--- src/rtl/core/uart_reg_pkg.sv ---
// ----------------------------------------------------------------------------
// uart_reg_pkg
// Types and constants shared by the UART register block and its interfaces.
// ----------------------------------------------------------------------------
package uart_reg_pkg;

  // Kind of item on the request channel
  typedef enum logic [1:0] {
    MODE_READ  = 2'd0,
    MODE_WRITE = 2'd1,
    MODE_RX    = 2'd2,
    MODE_IDLE  = 2'd3
  } mode_t;

  // Word register map
  typedef enum logic [2:0] {
    REG_DATA   = 3'd0,
    REG_ENABLE = 3'd1,
    REG_IDENT  = 3'd2,
    REG_LCR    = 3'd3,
    REG_MCR    = 3'd4,
    REG_LSR    = 3'd5,
    REG_MSR    = 3'd6,
    REG_DIV    = 3'd7
  } reg_idx_t;

  typedef enum logic [1:0] {
    ERR_NONE     = 2'd0,
    ERR_WO_READ  = 2'd1,
    ERR_RO_WRITE = 2'd2
  } access_err_t;

  // Interrupt identity codes
  typedef enum logic [2:0] {
    IID_MODEM = 3'd0,
    IID_NONE  = 3'd1,
    IID_TX    = 3'd2,
    IID_RX    = 3'd4,
    IID_LINE  = 3'd6
  } iid_t;

  // Line status bits
  localparam logic [7:0] LSR_DR         = 8'h01;
  localparam logic [7:0] LSR_OE         = 8'h02;
  localparam logic [7:0] LSR_HOLD_EMPTY = 8'h20;
  localparam logic [7:0] LSR_LINE_IDLE  = 8'h40;

  // Interrupt enable bit positions
  localparam int unsigned IER_RX    = 0;
  localparam int unsigned IER_TX    = 1;
  localparam int unsigned IER_LINE  = 2;
  localparam int unsigned IER_MODEM = 3;
  localparam int unsigned IER_W     = 4;

  typedef struct packed {
    logic [1:0]  mode;
    logic [2:0]  reg_index;
    logic [31:0] write_data;
    logic [7:0]  rx_byte;
  } req_item_t;

  typedef struct packed {
    logic [7:0] read_data;
    logic       tx_valid;
    logic [7:0] tx_byte;
    logic       irq;
    logic [1:0] access_error;
    logic       rx_ready;
  } rsp_item_t;

  // Architectural state of the register file
  typedef struct packed {
    logic [7:0]        received_data;
    logic              data_ready;
    logic              overrun_sticky;
    logic [IER_W-1:0]  int_enables;
    logic [2:0]        int_ident;
  } uart_state_t;

endpackage

--- src/rtl/core/uart_reg_if.sv ---
// ----------------------------------------------------------------------------
// uart_reg_if
// Valid/ready channels carrying request and response items.
// ----------------------------------------------------------------------------
interface uart_reg_req_if import uart_reg_pkg::*; ();
  logic      valid;
  logic      ready;
  req_item_t item;

  modport source (output valid, output item, input ready);
  modport sink   (input valid, input item, output ready);
endinterface

interface uart_reg_rsp_if import uart_reg_pkg::*; ();
  logic      valid;
  logic      ready;
  rsp_item_t item;

  modport source (output valid, output item, input ready);
  modport sink   (input valid, input item, output ready);
endinterface

--- src/rtl/core/uart_reg_core.sv ---
// ----------------------------------------------------------------------------
// uart_reg_core
// Combinational decode of one item: response fields and next register state.
// ----------------------------------------------------------------------------
module uart_reg_core import uart_reg_pkg::*; (
  input  req_item_t   item,
  input  uart_state_t state,
  output uart_state_t state_next,
  output rsp_item_t   rsp
);

  logic [7:0] lsr;
  iid_t       iid;

  assign lsr = LSR_HOLD_EMPTY | LSR_LINE_IDLE
             | (state.overrun_sticky ? LSR_OE : 8'h00)
             | (state.data_ready ? LSR_DR : 8'h00);

  always_comb begin
    state_next       = state;
    rsp.read_data    = 8'h00;
    rsp.tx_valid     = 1'b0;
    rsp.tx_byte      = 8'h00;
    rsp.access_error = ERR_NONE;

    case (mode_t'(item.mode))
      MODE_READ: begin
        case (reg_idx_t'(item.reg_index))
          REG_DATA: begin
            rsp.read_data         = state.received_data;
            state_next.data_ready = 1'b0;
          end
          REG_IDENT: rsp.read_data = {5'd0, state.int_ident};
          REG_LSR:   rsp.read_data = lsr;
          REG_MSR:   rsp.read_data = 8'h00;
          default:   rsp.access_error = ERR_WO_READ;
        endcase
      end
      MODE_WRITE: begin
        case (reg_idx_t'(item.reg_index))
          REG_DATA: begin
            rsp.tx_valid = 1'b1;
            rsp.tx_byte  = item.write_data[7:0];
          end
          REG_ENABLE: state_next.int_enables = item.write_data[IER_W-1:0];
          REG_IDENT, REG_LSR, REG_MSR: rsp.access_error = ERR_RO_WRITE;
          default: ;
        endcase
      end
      MODE_RX: begin
        if (state.data_ready) begin
          state_next.overrun_sticky = 1'b1;
        end
        state_next.data_ready    = 1'b1;
        state_next.received_data = item.rx_byte;
      end
      default: ;
    endcase

    // Prioritize: line error, receive data, transmitter empty
    if (state_next.overrun_sticky && state_next.int_enables[IER_LINE]) begin
      iid = IID_LINE;
    end else if (state_next.data_ready && state_next.int_enables[IER_RX]) begin
      iid = IID_RX;
    end else if (state_next.int_enables[IER_TX]) begin
      iid = IID_TX;
    end else begin
      iid = IID_NONE;
    end

    state_next.int_ident = iid;
    rsp.irq              = (iid != IID_NONE);
    rsp.rx_ready         = ~state_next.data_ready;
  end

endmodule

--- src/rtl/core/uart_register_block.sv ---
// ----------------------------------------------------------------------------
// uart_register_block
// Register-mapped UART front end in the style of a 16550.
// ----------------------------------------------------------------------------
// Usage:
//   req carries one item per handshake: a bus read, a bus write, a byte
//   arriving from the serial line, or an idle item (mode selects which). rsp
//   returns exactly one item for each accepted request: read data, the
//   transmit byte with its strobe, the irq level and rx_ready after the item,
//   and an access error code for reads of write-only or writes of read-only registers.
//   The response is registered: an item accepted at a clock edge appears on
//   rsp right after that edge. Throughput is one item per cycle while rsp is
//   taken; the register state and the interrupt identity are updated at the
//   accepting edge, so the next item sees them at once.
//   The response register is the only buffer. req.ready is high while that
//   register is empty or being drained this cycle, so a stalled receiver
//   holds the pending item and stops further requests with no loss.
//   Reset (rst, synchronous) empties the response register, clears the
//   receive byte, data-ready, overrun and enables, and sets the identity
//   to "no interrupt pending".
// ----------------------------------------------------------------------------
module uart_register_block import uart_reg_pkg::*; (
  input  logic          clk,
  input  logic          rst,
  uart_reg_req_if.sink  req,
  uart_reg_rsp_if.source rsp
);

  uart_state_t state;
  uart_state_t state_next;
  rsp_item_t   rsp_comb;
  rsp_item_t   rsp_item;
  logic        rsp_valid;
  logic        accept;

  // Accept while the response slot is free or draining
  assign req.ready = ~rsp_valid | rsp.ready;
  assign accept    = req.valid & req.ready;

  uart_reg_core u_core (
    .item       (req.item),
    .state      (state),
    .state_next (state_next),
    .rsp        (rsp_comb)
  );

  // Register state: advance only on an accepted item
  always_ff @(posedge clk) begin
    if (rst) begin
      state.received_data  <= 8'h00;
      state.data_ready     <= 1'b0;
      state.overrun_sticky <= 1'b0;
      state.int_enables    <= '0;
      state.int_ident      <= IID_NONE;
    end else if (accept) begin
      state <= state_next;
    end
  end

  // Response register: load on accept, drop when taken
  always_ff @(posedge clk) begin
    if (rst) begin
      rsp_valid <= 1'b0;
    end else if (accept) begin
      rsp_valid <= 1'b1;
    end else if (rsp.ready) begin
      rsp_valid <= 1'b0;
    end
  end

  always_ff @(posedge clk) begin
    if (accept) begin
      rsp_item <= rsp_comb;
    end
  end

  assign rsp.valid = rsp_valid;
  assign rsp.item  = rsp_item;

endmodule

--- src/flat_wrapper.sv ---
// flat-port wrapper written by rule: the top's interface ports become plain ports
module uart_register_block_flat import uart_reg_pkg::*;
  (clk, rst, req_valid, req_item, req_ready, rsp_valid, rsp_item, rsp_ready);
  uart_reg_req_if req_i ();
  uart_reg_rsp_if rsp_i ();
  input  logic clk;
  input  logic rst;
  input wire logic [$bits(req_i.valid)-1:0] req_valid;
  input wire logic [$bits(req_i.item)-1:0] req_item;
  output wire logic [$bits(req_i.ready)-1:0] req_ready;
  output wire logic [$bits(rsp_i.valid)-1:0] rsp_valid;
  output wire logic [$bits(rsp_i.item)-1:0] rsp_item;
  input wire logic [$bits(rsp_i.ready)-1:0] rsp_ready;
  assign req_i.valid = req_valid;
  assign req_i.item = req_item;
  assign req_ready = req_i.ready;
  assign rsp_valid = rsp_i.valid;
  assign rsp_item = rsp_i.item;
  assign rsp_i.ready = rsp_ready;
  uart_register_block u_core (.clk(clk), .rst(rst), .req(req_i), .rsp(rsp_i));
endmodule
--- config.mk ---
export PLATFORM = sky130hd
export DESIGN_NAME = uart_register_block_flat
export DESIGN_NICKNAME = d
export VERILOG_FILES = /design/src/rtl/core/uart_reg_pkg.sv /design/src/rtl/core/uart_reg_if.sv /design/src/rtl/core/uart_reg_core.sv /design/src/rtl/core/uart_register_block.sv /design/src/flat_wrapper.sv
export SDC_FILE = /design/constraint.sdc
export NUM_CORES = 1
export LEC_CHECK = 0
export CORE_MARGIN = 8
export CORE_UTILIZATION = 55
export CTS_CLUSTER_SIZE = 12
export DETAILED_ROUTE_END_ITERATION = 10
export DONT_BUFFER_PORTS = 1
export PLACE_DENSITY_LB_ADDON = 0.05
export SLEW_MARGIN = 10
export SYNTH_ARGS = -nofsm -noshare
export SYNTH_HDL_FRONTEND = slang
export SYNTH_SLANG_ARGS = --single-unit
--- constraint.sdc ---
create_clock -name clk -period 1.4 [get_ports clk]
set_clock_uncertainty 0.05 [all_clocks]
set_input_delay 0.07 -clock clk [delete_from_list [all_inputs] [get_ports clk]]
set_output_delay 0.07 -clock clk [all_outputs]
set_load 0.02 [all_outputs]
=== Yosys cells after proc, flatten, opt, wreduce, memory -nomap -nowiden ===
Cells that the tools add are included.

* Bitwise gates (word level): 5
* Multiplexer cells: 18
* Equal/unequal tests: 7
* Reduce and logical (&&, ||, !) cells: 9

{| class="wikitable"
|+ Operator list
! cell !! count
|-
| one-hot mux 8 bit (3 select lines) || 1
|-
| two-way mux 3 bit || 4
|-
| two-way mux 9 bit || 1
|-
| OR 8 x 1 -> 8 bit || 1
|-
| two-way mux 1 bit || 7
|-
| == test 3 bit, second input constant || 2
|-
| two-way mux 2 bit || 3
|-
| one-hot mux 2 bit (2 select lines) || 1
|-
| AND reduction 2 bit || 2
|-
| OR reduction 4 bit || 1
|-
| == test 3 x 1 -> 1 bit, second input constant || 1
|-
| == test 3 x 2 -> 1 bit, second input constant || 1
|-
| logical NOT 3 bit || 1
|-
| inequality test 3 x 1 -> 1 bit, second input constant || 1
|-
| OR reduction 3 bit || 1
|-
| == test 2 x 1 -> 1 bit, second input constant || 1
|-
| == test 2 bit, second input constant || 1
|-
| logical AND 1 bit || 2
|-
| logical NOT 2 bit || 1
|-
| NOT 1 bit || 2
|-
| one-hot mux 1 bit (2 select lines) || 1
|-
| nonzero test 2 bit || 1
|-
| bitwise AND 1 bit || 1
|-
| OR 1 bit || 1
|}

* Bits in registers: 38
* Input bits: 49
* Word-level logic and storage cells: 51

=== Depth between registers and ports, before layout ===
Gate-level depths: netlist (run 1).

* Depth in word-level cells: 7
* Mapped depth: 7
* Gate-level depth less buffers: 5

=== Cells and area by module ===
Synthesis (run 1) repeated with hierarchy kept, for this count alone.

* Cell total of the unflattened synthesis: 178
* Area, all modules: 1996.9 um^2

{| class="wikitable"
|+ By module, submodules not included
! module !! cells an instance !! area an instance (um^2) !! seq. area each (um^2) !! times used
|-
| uart_register_block || 104 || 1470.2 || 991.0 || 1
|-
| uart_reg_core || 74 || 526.8 || 0.0 || 1
|}

=== Least setup slack after synthesis (run 1) ===
No wires, ideal clock.

* Kind: register -> register
* Start: reg u_core.rsp_valid, in the netlist u_core.rsp.valid
* End: reg u_core.rsp.item[0] (netlist name)
* Period minus slack after synthesis: 1.878 ns
* Library setup time: 0.365 ns
* Path slack: -0.478 ns
* Stages on the path, launching flop included: 6
* Data required time: 0.985 ns
* Data arrival time: 1.463 ns
* Cells stage by stage: dfxtp_1 nand2b_1 clkbuf_1 nand2_1 inv_1 buf_2

* Longest elaborated chain between the ends: 3

{| class="wikitable"
|+ Ends and longest elaborated chain
! item !! RTL line !! RTL
|-
| start: declaration || uart_register_block.sv:33 || <nowiki>logic rsp_valid;</nowiki>
|-
| start signal: assignment || uart_register_block.sv:63 || <nowiki>rsp_valid <= 1'b0;</nowiki>
|-
| start signal: assignment || uart_register_block.sv:65 || <nowiki>rsp_valid <= 1'b1;</nowiki>
|-
| start signal: assignment || uart_register_block.sv:67 || <nowiki>rsp_valid <= 1'b0;</nowiki>
|-
| NOT 1 bit || uart_register_block.sv:37 || <nowiki>assign req.ready = ~rsp_valid | rsp.ready;</nowiki>
|-
| OR 1 bit || uart_register_block.sv:37 ||
|-
| via req_ready || flat_wrapper.sv:10 || <nowiki>output wire logic [$bits(req_i.ready)-1:0] req_ready;</nowiki>
|-
| bitwise AND 1 bit || uart_register_block.sv:38 || <nowiki>assign accept = req.valid & req.ready;</nowiki>
|-
| via u_core.accept || uart_register_block.sv:34 || <nowiki>logic accept;</nowiki>
|}

The timed path passes the listed nets, and every way through them passes these cells.
A chain may end at the register's enable or synchronous reset.

=== Final worst setup path (run 1) ===
* Start: reg u_core.state[8] (netlist name)
* End: reg u_core.state[2] (netlist name)

* Longest elaborated chain between the ends: 5
* Elaborated cells between the ends (all ways): 8
* Classes of those cells: mux: 6; reduce/logical: 2

{| class="wikitable"
|+ Ends and longest elaborated chain
! item !! RTL line !! RTL
|-
| two-way mux 1 bit || uart_reg_core.sv:28 || <nowiki>case (reg_idx_t'(item.reg_index))</nowiki>
|-
| one-hot mux 1 bit (2 select lines) || uart_reg_core.sv:26 || <nowiki>case (mode_t'(item.mode))</nowiki>
|-
| logical AND 1 bit || uart_reg_core.sv:63 || <nowiki>end else if (state_next.data_ready && state_next.int_enables[IER_RX]) begin</nowiki>
|-
| two-way mux 3 bit || uart_reg_core.sv:63 ||
|-
| two-way mux 3 bit (*) || uart_reg_core.sv:61 || <nowiki>if (state_next.overrun_sticky && state_next.int_enables[IER_LINE]) begin</nowiki>
|}

Every way passes the cells marked *; elsewhere a longest branch is shown, timed or not.

==> results.md, run 1 <==
* Outcome: completed
* LEAKAGE at between 0.7 and 0.8 nW
* Drt drc at 0
* Cell Pwr Density at 1010 mW/mm^2
* CORE AREA at a little under 0.003 sq mm
* Drt first pass iters at 4
* Pin count of the biggest net entering global routing at 25
* Clock buffer count from CTS at 5
* DP HPWL at between 2 and 3 mm
* VDD IR-drop max at 0.000635 V
* FF+latch area at 971 sq um
* Syn nets at approximately 200
* Clock Pin Slew Worst Setup and Hold Paths at around 0.11 ns
* Fill cells at ~230
* Worst hold stages at 2
* Synth Instances at approximately 160
* Htree depth at 2
* Chip Width at 71.4 um
* Total of warnings raised by yosys at 0
* Clk Latency, worst-skew pair at about 0.34 ns
* Multi-input gate area at approximately 650 sq um
* Pwr Total at approximately 2.0 mW
* Worst min path class: input port to register
* Ant. Diodes at 0
* Unique masters post-synth at 42
* Initial drt markers at 55
* Reg2reg end: u_core.state[2]$_SDFFE_PP0P_
* CP Class: register to register
* Worst slew margin at between 50% and 60%
* FF+latch count, synth at 38
* Port bufs at 0
* Crit. End Element: register
* Full die area at 0.00510 sq mm
* Worst hold endpoint: u_core.rsp.item[12]$_SDFFCE_PP0P_
* Worst-Margin Slew at roughly 0.7 ns
* CP Data Required Time at around 1.6 ns
* Number of global-route vias before repair at ~1,300
* Setup violators final at 0
* FP Rows at 20
* First-pass GRT wire length at about 5.9 mm
* Mapped cell area at between 0.0015 and 0.002 sq mm
* Max cap viols at 0
* WL per Instance at 17.6 um
* Share of layout cells above drive strength 1 at between 10 and 15%
* GRT Total Usage at ~15%
* Antenna Violating Nets Remaining at 0
* Mean Syn Cell Area at 10.9 sq um
* Crit path DAT at around 1.5 ns
* Sequential share of the synthesized area at 57.5%
* Reg-to-reg slack, setup at between 0.07 and 0.08 ns
* R2R depth at 4
* TritonCTS clock tree: built
* Root Driver: clkbuf_4
* Final nets at roughly 230
* Period utilization at a little over nine tenths
* Number of I/O pins at 72
* Tmin final at around 1.3 ns
* Gpl congestion at 0.869
* Die Y at slightly above 70 um
* Via count at about 1,300
* Clk sinks at 38
* Hold_sp: req_item[44]
* F_max at between 0.7 and 0.8 GHz
* Final hold vios at 0
* Number of vias per cell at between 5 and 6
* Setup TNS Final at 0 ns
* GR Overflow Total at 0
* Unrepaired setup endpoints after global routing: false
* Routed wire length at approximately 3.8 mm
* Final Slew Violations at 0
* Initial Util at between 50% and 60%
* Syn-to-layout area delta at 19.9%
* Reg-to-Reg Start: u_core.state[8]$_SDFFE_PP0P_
* Antenna violations before repair at 0
* Crit path max fanout at 5
* Deepest clock path buffer count at 2
* Crit path launch type: register
[registers in the layout, summed over array words and instances (netlist names)]
register and count:
u_core.rsp.item 21, u_core.state 16, u_core.rsp.valid 1
[area by class of cell]
class | count | share of cell area [%]
inverter | 3 | 0.679
clock buffer | 6 | 2.04
multi-input combinational | 103 | 31.9
timing repair buffer | 31 | 14.9
sequential | 38 | 47.9
tap | 33 | 2.04
clock inverter | 2 | 0.432
[synthesized netlist by cell type (all sizes together)]
cell type,count,share of area [%]
nand4,1,0.37
or3b,1,0.52
a31oi,1,0.37
and2b,1,0.44
a21o,3,1.8
nor3,5,1.5
nand3,13,4.1
buf,8,3.2
and3b,1,0.52
or2b,1,0.44
and2,1,0.37
and3,12,4.4
nand2b,1,0.37
nand2,10,2.2
a311oi,1,0.52
xnor2,1,0.52
a32oi,1,0.52
inv,3,0.67
or4,1,0.67
edfxtp,21,37
mux2i,4,2.4
nor2b,3,1.1
a22oi,2,0.89
a31o,1,0.52
nor3b,5,2.9
nor2,9,2.0
nor4b,1,0.52
o32a,1,0.59
or3,1,0.37
dfxtp,17,20
o21ai,6,1.8
a21boi,1,0.44
clkbuf,3,0.67
a21oi,14,4.8
[cell usage in the layout, fill, tap and decap left out, types with 2 or more instances in the layout]
| master | count |
|---|---|
| dlygate4sd3_1 | 23 |
| edfxtp_1 | 21 |
| dfxtp_1 | 17 |
| a21oi_1 | 13 |
| and3_1 | 12 |
| nand3_1 | 12 |
| nand2_1 | 10 |
| nor2_1 | 9 |
| buf_4 | 7 |
| nor3_1 | 5 |
| o21ai_0 | 5 |
| clkbuf_4 | 5 |
| mux2i_1 | 4 |
| nor3b_1 | 3 |
| nor2b_1 | 3 |
| inv_1 | 2 |
| a21o_1 | 2 |
| a22oi_1 | 2 |
[power breakdown]
part	switching, mW	internal [mW]
logic	0.113	0.110
registers	0.0661	1.23
clock network	0.336	0.189
total	0.515	1.53
[worst max path at each step]
| stage | start | cells past startpoint | endpoint | slack, ns |
|---|---|---|---|---|
| after global placement | req_item[41] | 4 | u_core.rsp.item[3]$_DFFE_PP_ | 0.03 |
| after floorplan | u_core.rsp.valid$_SDFFE_PP0P_ | 5 | u_core.rsp.item[0]$_DFFE_PP_ | 0.02 |
| after detailed placement | req_item[41] | 4 | u_core.rsp.item[3]$_DFFE_PP_ | 0.01 |
| after CTS | u_core.state[8]$_SDFFE_PP0P_ | 4 | u_core.state[2]$_SDFFE_PP0P_ | 0.1 |
| after global routing | u_core.state[8]$_SDFFE_PP0P_ | 4 | u_core.state[2]$_SDFFE_PP0P_ | 0.03 |
| final | u_core.state[8]$_SDFFE_PP0P_ | 4 | u_core.state[2]$_SDFFE_PP0P_ | 0.08 |
[per-layer routing]
metal | share of wire [%] | vias up | GRT usage [%]
met5 | 0 | - | 0
met3 | 7.5 | 10 | 5.44
met2 | 49 | 55 | 24.8
met4 | 2.8 | 0 | 7.85
li1 | - | 618 | -
met1 | 40 | 602 | 15.4
[cell families (layout without fill, tap and decap cells)]
group                     count (synthesis)  count (layout)  share of synthesized area (%)
DFF                                      38              38                           57.5
AOI/OAI and AO/OA                        31              31                           12.2
xor gates and xnor gates                  1               1                          0.519
buffers and inverters                    14              42                           4.52
and+or+nand+nor                          67              67                           22.9
muxes                                     4               4                           2.37
[metrics by stage]
step | setup WS [ns] | util [%] | hold WS [ns] | cell area (sq um) | instances
after floorplan | 0.0228 | - | 0.164 | 1710 | 155
after global placement | 0.0323 | 58.4 | 0.0919 | 1740 | 185
after detailed placement | 0.0124 | 58.4 | 0.0939 | 1740 | 185
after CTS | 0.0959 | 67.8 | 0.00826 | 2020 | 216
after global routing | 0.0277 | 68.0 | 0.0114 | 2030 | 216
final | 0.0788 | 68.0 | 0.0155 | 2030 | 216
[critical path, stage by stage, from the launching register on]
cell and delay [ns]:
dfxtp_1 0.45, and3b_1 0.19, o32a_1 0.18, nand2_1 0.11, a311oi_1 0.26
[timing repair]
item	4_1_cts	5_1_grt
endpoints found under the hold margin	33	0
setup buffers	0	0
hold buffers	23	0
setup endpoints to repair	0	2
resized for setup	0	2
Power figures use the tool's default switching activity.
==> inputs of run 2 (changes only) <==
Settings changed: CORE_UTILIZATION 55 to 60, GPL_TIMING_DRIVEN set to 1.
Clock period 1.4 ns to 1.3 ns, I/O delays scaled along.
==> results.md, run 2 (synthesis results as in run 1) <==
* Outcome: complete, but fails checks (was completed)
* Failing checks: hold timing
* Ant. Diodes at 0 (unchanged)
* Final nets at 231 (unchanged)
* Final instance area at 0.00203 sq mm (about the same)
* WL per Instance at 19.6 um (was 17.6 um)
* Worst min path class: input port to register (unchanged)
* Deepest clock path buffer count at 2 (unchanged)
* Routed wire length at 4.19 mm (was 3.80 mm)
* R2R depth at 5 (was 4)
* Reg2reg end: u_core.rsp.item[3]$_DFFE_PP_ (was u_core.state[2]$_SDFFE_PP0P_)
* Number of I/O pins at 72 (unchanged)
* Most common cell after layout, fill and taps aside: edfxtp_1 (was dlygate4sd3_1)
* Worst path cell trace: and3b_1, o32a_1, nand2_1, buf_4, nand3_1 (was and3b_1, o32a_1, nand2_1, a311oi_1)
* Crit path from: u_core.state[8]$_SDFFE_PP0P_ (unchanged)
* Worst-Margin Slew at 0.377 ns (was 0.685 ns)
* Placed cells at 190 (was 185)
* FP Rows at 19 (was 20)
* Period utilization at 97.7% (was 94.4%)
* Layout Cells excl Fill at 214 (was 216)
* LEAKAGE at 0.802 nW (was 0.784 nW)
* TritonCTS clock tree: built (unchanged)
* F_max at 0.787 GHz (was 0.757 GHz)
* Antenna Violating Nets Remaining at 0 (unchanged)
* Share of layout cells above drive strength 1 at 19.7% (was 11.5%)
* CP Class: register to register (unchanged)
* Port bufs at 0 (unchanged)
* CORE AREA at 0.00271 sq mm (was 0.00298 sq mm)
* Crit path launch type: register (unchanged)
* Fill cells at 184 (was 231)
* Crit path DAT at 1.31 ns (was 1.53 ns)
* CP Data Required Time at 1.34 ns (was 1.60 ns)
* Root Driver: clkbuf_4 (unchanged)
* GR Overflow Total at 0 (unchanged)
* Commonest non-fill, non-tap cells in the layout: edfxtp_1 (21), buf_4 (16), dfxtp_1 (15), dlygate4sd3_1 (14), a21oi_1 (13) (was dlygate4sd3_1 (23), edfxtp_1 (21), dfxtp_1 (17), a21oi_1 (13))
* Final hold vios at 17 (was 0)
* Full die area at 0.00477 sq mm (was 0.00510 sq mm)
* DP HPWL at 2.60 mm (was 2.53 mm)
* Antenna violations before repair at 0 (unchanged)
* Crit. End Element: register (unchanged)
* Reg-to-Reg Start: u_core.state[8]$_SDFFE_PP0P_ (unchanged)
* Die Y at 69.1 um (was 71.4 um)
* Initial drt markers at 100 (was 55)
* Met2 Track Usage GR at 28.2% (was 24.8%)
* Chip Width at 69.1 um (was 71.4 um)
* Via count at 1,352 (was 1,285)
* Gpl congestion at 0.776 (was 0.869)
* First-pass GRT wire length at 6.69 mm (was 5.87 mm)
* Clk Latency, worst-skew pair at 0.34 ns (about the same)
* Global route hottest layer: met2 (unchanged)
* Placed inst area at 0.00179 sq mm (was 0.00174 sq mm)
* Reg-to-reg slack, setup at 0.03 ns (was 0.08 ns)
* Global Route met1 Usage at 18.6% (was 15.4%)
* Drt drc at 0 (unchanged)
* CP max stage cell: dfxtp_2 (was dfxtp_1)
* Hold slack at -0.281 ns (was 0.0155 ns)
* Largest register FFs at 21 (unchanged)
* Max cap viols at 0 (unchanged)
* Met3 usage at 5.29% (was 5.44%)
* VDD IR-drop max at 0.00112 V (was 0.000635 V)
* Syn-to-layout area delta at 20.0% (was 19.9%)
* Final Slew Violations at 0 (unchanged)
* Clk sinks at 38 (unchanged)
* Drt first pass iters at 4 (unchanged)
* Number of global-route vias before repair at 1,335 (was 1,271)
* Worst slew margin at 74.8% (was 54.2%)
* Pin count of the biggest net entering global routing at 23 (was 25)
* Initial Util at 62.3% (was 56.7%)
* Tmin final at 1.27 ns (was 1.32 ns)
* Worst setup endpoint: u_core.rsp.item[3]$_DFFE_PP_ (was u_core.state[2]$_SDFFE_PP0P_)
* GRT Total Usage at 16.9% (was 14.6%)
* Crit path max fanout at 2 (was 5)
* Clock buffer count from CTS at 5 (unchanged)
* Setup violators final at 0 (unchanged)
* Hold-fix buffers, CTS at 14 (was 23)
* Cell Pwr Density at 1120 mW/mm^2 (was 1010 mW/mm^2)
* Max incr delay on CP at 0.34 ns (was 0.45 ns)
* Clock Pin Slew Worst Setup and Hold Paths at 0.11 ns (about the same)
* Htree depth at 2 (unchanged)
* Number of vias per cell at 6.32 (was 5.95)
-- run 2: cell type report --
type                            instances  area [sq um]  share of cell area (%)
Sequential cell                        38           973                    48.0
Multi-Input combinational cell        103           663                    32.7
Timing Repair Buffer                   31           280                    13.8
Clock buffer                            7          55.1                    2.72
Tap cell                               31          38.8                    1.91
Inverter                                3          11.3                   0.556
Clock inverter                          1          5.00                   0.247
-- run 2: repair_timing --
| item | CTS | global route |
|---|---|---|
| setup endpoints to repair | 0 | 34 |
| endpoints found under the hold margin | 33 | 17 |
| resized for setup | 0 | 5 |
| buffers inserted | 0 | 2 |
-- run 2: how the worst min path moves through the flow --
stage,startpoint,end,slack (ns),depth (start not counted)
6_report,rst,u_core.state[13]$_SDFFE_PP0P_,-0.28,1
3_5_place_dp,rst,u_core.rsp.valid$_SDFFE_PP0P_,0.08,1
3_3_place_gp,rst,u_core.rsp.valid$_SDFFE_PP0P_,0.08,1
2_1_floorplan,req_valid,u_core.rsp.valid$_SDFFE_PP0P_,0.16,2
4_1_cts,rst,u_core.rsp.valid$_SDFFE_PP0P_,-0.29,1
5_1_grt,rst,u_core.rsp.valid$_SDFFE_PP0P_,-0.30,1
-- run 2: metal layers --
layer / share of wire, % / up-vias
met2: 51 / 75
met3: 7.9 / 13
li1: - / 621
met5: 0 / -
met4: 2.9 / 0
met1: 38 / 643
-- run 2: power by group --
part | internal [mW] | switching, mW
combinational | 0.112 | 0.120
clock | 0.262 | 0.375
sequential | 1.33 | 0.0725
total | 1.70 | 0.567
-- run 2: worst max-delay path, delay by kind of cell (launching register included) --
family,cells,cell delay (ns)
DFF,1,0.34
and+or+nand+nor,3,0.34
AOI/OAI and AO/OA,1,0.19
buffers and inverters,1,0.11
-- run 2: metrics by stage --
step | worst slack [ns] | power (mW) | util [%] | setup TNS [ns]
global placement | -0.0269 | 1.60 | 66.1 | -0.0269
global route | -0.00121 | 2.34 | 74.8 | -0.00121
finish | 0.0298 | 2.27 | 74.8 | 0
floorplan | 0.0141 | 1.58 | - | 0
CTS | 0.00385 | 2.26 | 73.5 | 0
detailed placement | -0.0435 | 1.61 | 66.1 | -0.0522
==> inputs of run 3 (changes only) <==
Settings changed: CELL_PAD_IN_SITES_DETAIL_PLACEMENT set to 1, CELL_PAD_IN_SITES_GLOBAL_PLACEMENT set to 1, CORE_UTILIZATION 60 to 46.
Clock period 1.3 ns to 1.35 ns, I/O delays scaled along.
==> results.md, run 3 (synthesis results as in run 1) <==
* Placed inst area at 0.00180 sq mm (was 0.00179 sq mm)
* Number of vias per cell at 5.63 (was 6.32)
* TritonCTS clock tree: built (unchanged)
* Crit path DAT at 1.41 ns (was 1.31 ns)
* Post-layout worst setup margin at 0.0789 ns (was 0.0298 ns)
* Worst path cell trace: and3b_1, o32a_1, nand2_1, a311oi_1 (was and3b_1, o32a_1, nand2_1, buf_4, nand3_1)
* Ant. Diodes at 0 (unchanged)
* Share of layout cells above drive strength 1 at 15.5% (was 19.7%)
* Crit path max fanout at 5 (was 2)
* R2R depth at 4 (was 5)
* Worst hold stages at 2 (was 1)
* Worst hold endpoint: u_core.rsp.item[19]$_SDFFCE_PN0P_ (was u_core.state[13]$_SDFFE_PP0P_)
* Setup violators final at 0 (unchanged)
* CP Class: register to register (unchanged)
* Worst min path class: input port to register (unchanged)
* Setup TNS Final at 0 ns (unchanged)
* Reg2reg end: u_core.state[2]$_SDFFE_PP0P_ (was u_core.rsp.item[3]$_DFFE_PP_)
* Antenna Violating Nets Remaining at 0 (unchanged)
* Period utilization at 94.2% (was 97.7%)
* Clock buffer count from CTS at 5 (unchanged)
* Deepest clock path buffer count at 2 (unchanged)
* Cell Pwr Density at 1200 mW/mm^2 (was 1120 mW/mm^2)
* Antenna violations before repair at 0 (unchanged)
* Crit. End Element: register (unchanged)
* FP Rows at 22 (was 19)
* CP max stage cell: dfxtp_2 (unchanged)
* Port bufs at 0 (unchanged)
* Final Slew Violations at 0 (unchanged)
* Initial drt markers at 30 (was 100)
* Gpl congestion at 0.849 (was 0.776)
* VDD IR-drop max at 0.000899 V (was 0.00112 V)
* Die Y at 76.6 um (was 69.1 um)
* WL per Instance at 18.6 um (was 19.6 um)
* Chip Width at 76.6 um (was 69.1 um)
* Unrepaired setup endpoints after global routing: false
* GRT Total Usage at 15.5% (was 16.9%)
* DP HPWL at 3.06 mm (was 2.60 mm)
* Final hold vios at 0 (was 17)
* Drt first pass iters at 5 (was 4)
* Clk sinks at 38 (unchanged)
* Via count at 1,323 (was 1,352)
* Clk Latency, worst-skew pair at 0.29 ns (was 0.34 ns)
* Placed cells at 204 (was 190)
* Max cap viols at 0 (unchanged)
* Max incr delay on CP at 0.39 ns (was 0.34 ns)
* Setup bufs post-CTS at 0 (unchanged)
* Initial Util at 46.8% (was 62.3%)
* First-pass GRT wire length at 7.32 mm (was 6.69 mm)
* Drt drc at 0 (unchanged)
* F_max at 0.787 GHz (about the same)
* Worst slew margin at 56.6% (was 74.8%)
* Final instance area at 0.00216 sq mm (was 0.00203 sq mm)
* Number of I/O pins at 72 (unchanged)
* CORE AREA at 0.00361 sq mm (was 0.00271 sq mm)
* Reg-to-reg slack, setup at 0.08 ns (was 0.03 ns)
* Largest register FFs at 21 (unchanged)
* Fill cells at 389 (was 184)
* Reg-to-Reg Start: u_core.state[8]$_SDFFE_PP0P_ (unchanged)
* CP Data Required Time at 1.49 ns (was 1.34 ns)
* Routed wire length at 4.37 mm (was 4.19 mm)
* Root Driver: clkbuf_8 (was clkbuf_4)
* Tmin final at 1.27 ns (about the same)
* Outcome: completed (was complete, but fails checks)
* Full die area at 0.00587 sq mm (was 0.00477 sq mm)
* Worst-Margin Slew at 0.651 ns (was 0.377 ns)
* Final Core Density at 59.9% (was 74.8%)
* Dpl ws at -0.0277 ns (was -0.0435 ns)
* Top cell family by delay on the critical path: compound AO/OA/AOI/OAI gates (was flip-flops)
* Pin count of the biggest net entering global routing at 18 (was 23)
* Hold_sp: req_item[43] (was rst)
* Layout Cells excl Fill at 235 (was 214)
* LEAKAGE at 0.849 nW (was 0.802 nW)
* Most common cell after layout, fill and taps aside: dlygate4sd3_1 (was edfxtp_1)
* Syn-to-layout area delta at 27.9% (was 20.0%)
* Number of global-route vias before repair at 1,428 (was 1,335)
* Crit path launch type: register (unchanged)
* Commonest non-fill, non-tap cells in the layout: dlygate4sd3_1 (22), edfxtp_1 (21), dfxtp_1 (15), a21oi_1 (13) (was edfxtp_1 (21), buf_4 (16), dfxtp_1 (15), dlygate4sd3_1 (14), a21oi_1 (13))
* Clock Pin Slew Worst Setup and Hold Paths at 0.08 ns (was 0.11 ns)
* GR Overflow Total at 0 (unchanged)
* Buffer and inverter count on the worst path at 0 (was 1)
* Final nets at 235 (was 231)
* Htree depth at 2 (unchanged)
[run 3: cell types whose count changed in the layout (fill, tap and decap cells not counted), sizes merged]
cell / before / now
dlygate4sd3: 14 / 22
buf: 17 / 12
bufinv: 0 / 1
clkinv: 1 / 0
dlymetal6s4s: 0 / 1
[run 3: where the power goes]
part	leakage [nW]	total [mW]	switching, mW	internal, mW
clock network	0.0585	0.986	0.384	0.602
registers	0.348	1.35	0.0707	1.28
logic	0.442	0.249	0.123	0.126
total	0.849	2.58	0.578	2.01
[run 3: repair_timing]
| action | 4_1_cts | 5_1_grt |
|---|---|---|
| pin swaps | 0 | 1 |
| setup endpoints to repair | 1 | 35 |
| hold buffers | 23 | 0 |
| gates resized for setup | 1 | 3 |
| hold endpoints to repair | 31 | 0 |
[run 3: worst max path at each step]
stage                                   from                             to  slack, ns  cells past startpoint
4_1_cts        u_core.rsp.valid$_SDFFE_PP0P_  u_core.state[15]$_SDFFE_PP0P_      0.003                      6
2_1_floorplan                   req_item[40]   u_core.rsp.item[3]$_DFFE_PP_      0.004                      5
6_report        u_core.state[8]$_SDFFE_PP0P_   u_core.state[2]$_SDFFE_PP0P_       0.08                      4
5_1_grt         u_core.state[8]$_SDFFE_PP0P_   u_core.state[2]$_SDFFE_PP0P_      0.009                      4
3_3_place_gp                    req_item[41]   u_core.rsp.item[3]$_DFFE_PP_      -0.02                      4
3_5_place_dp                    req_item[41]   u_core.rsp.item[3]$_DFFE_PP_      -0.03                      4
[run 3: final cells by class]
class,instances,area [sq um],share of cell area (%)
clock buffers,7,86.3,4.00
clock inverters,1,30.0,1.39
inverters,3,11.3,0.521
multi-input cells,103,652,30.2
flip-flops and latches,38,973,45.0
well taps,48,60.1,2.78
repair buffers,35,348,16.1
[run 3: routing by layer]
layer | track usage, % | part of all wire [%] | up-vias
met1 | 17.5 | 44 | 654
met3 | 4.95 | 5.2 | 6
met4 | 6.92 | 1.4 | 0
li1 | - | - | 629
met5 | 0 | 0 | -
met2 | 26.1 | 50 | 34
[run 3: per-stage QoR]
stage | power, mW | hold slack [ns]
after floorplan | 1.52 | 0.161
after global placement | 1.54 | 0.0899
after detailed placement | 1.55 | 0.0918
after CTS | 2.61 | 0.0214
after global routing | 2.69 | 0.0361
final | 2.58 | 0.0267
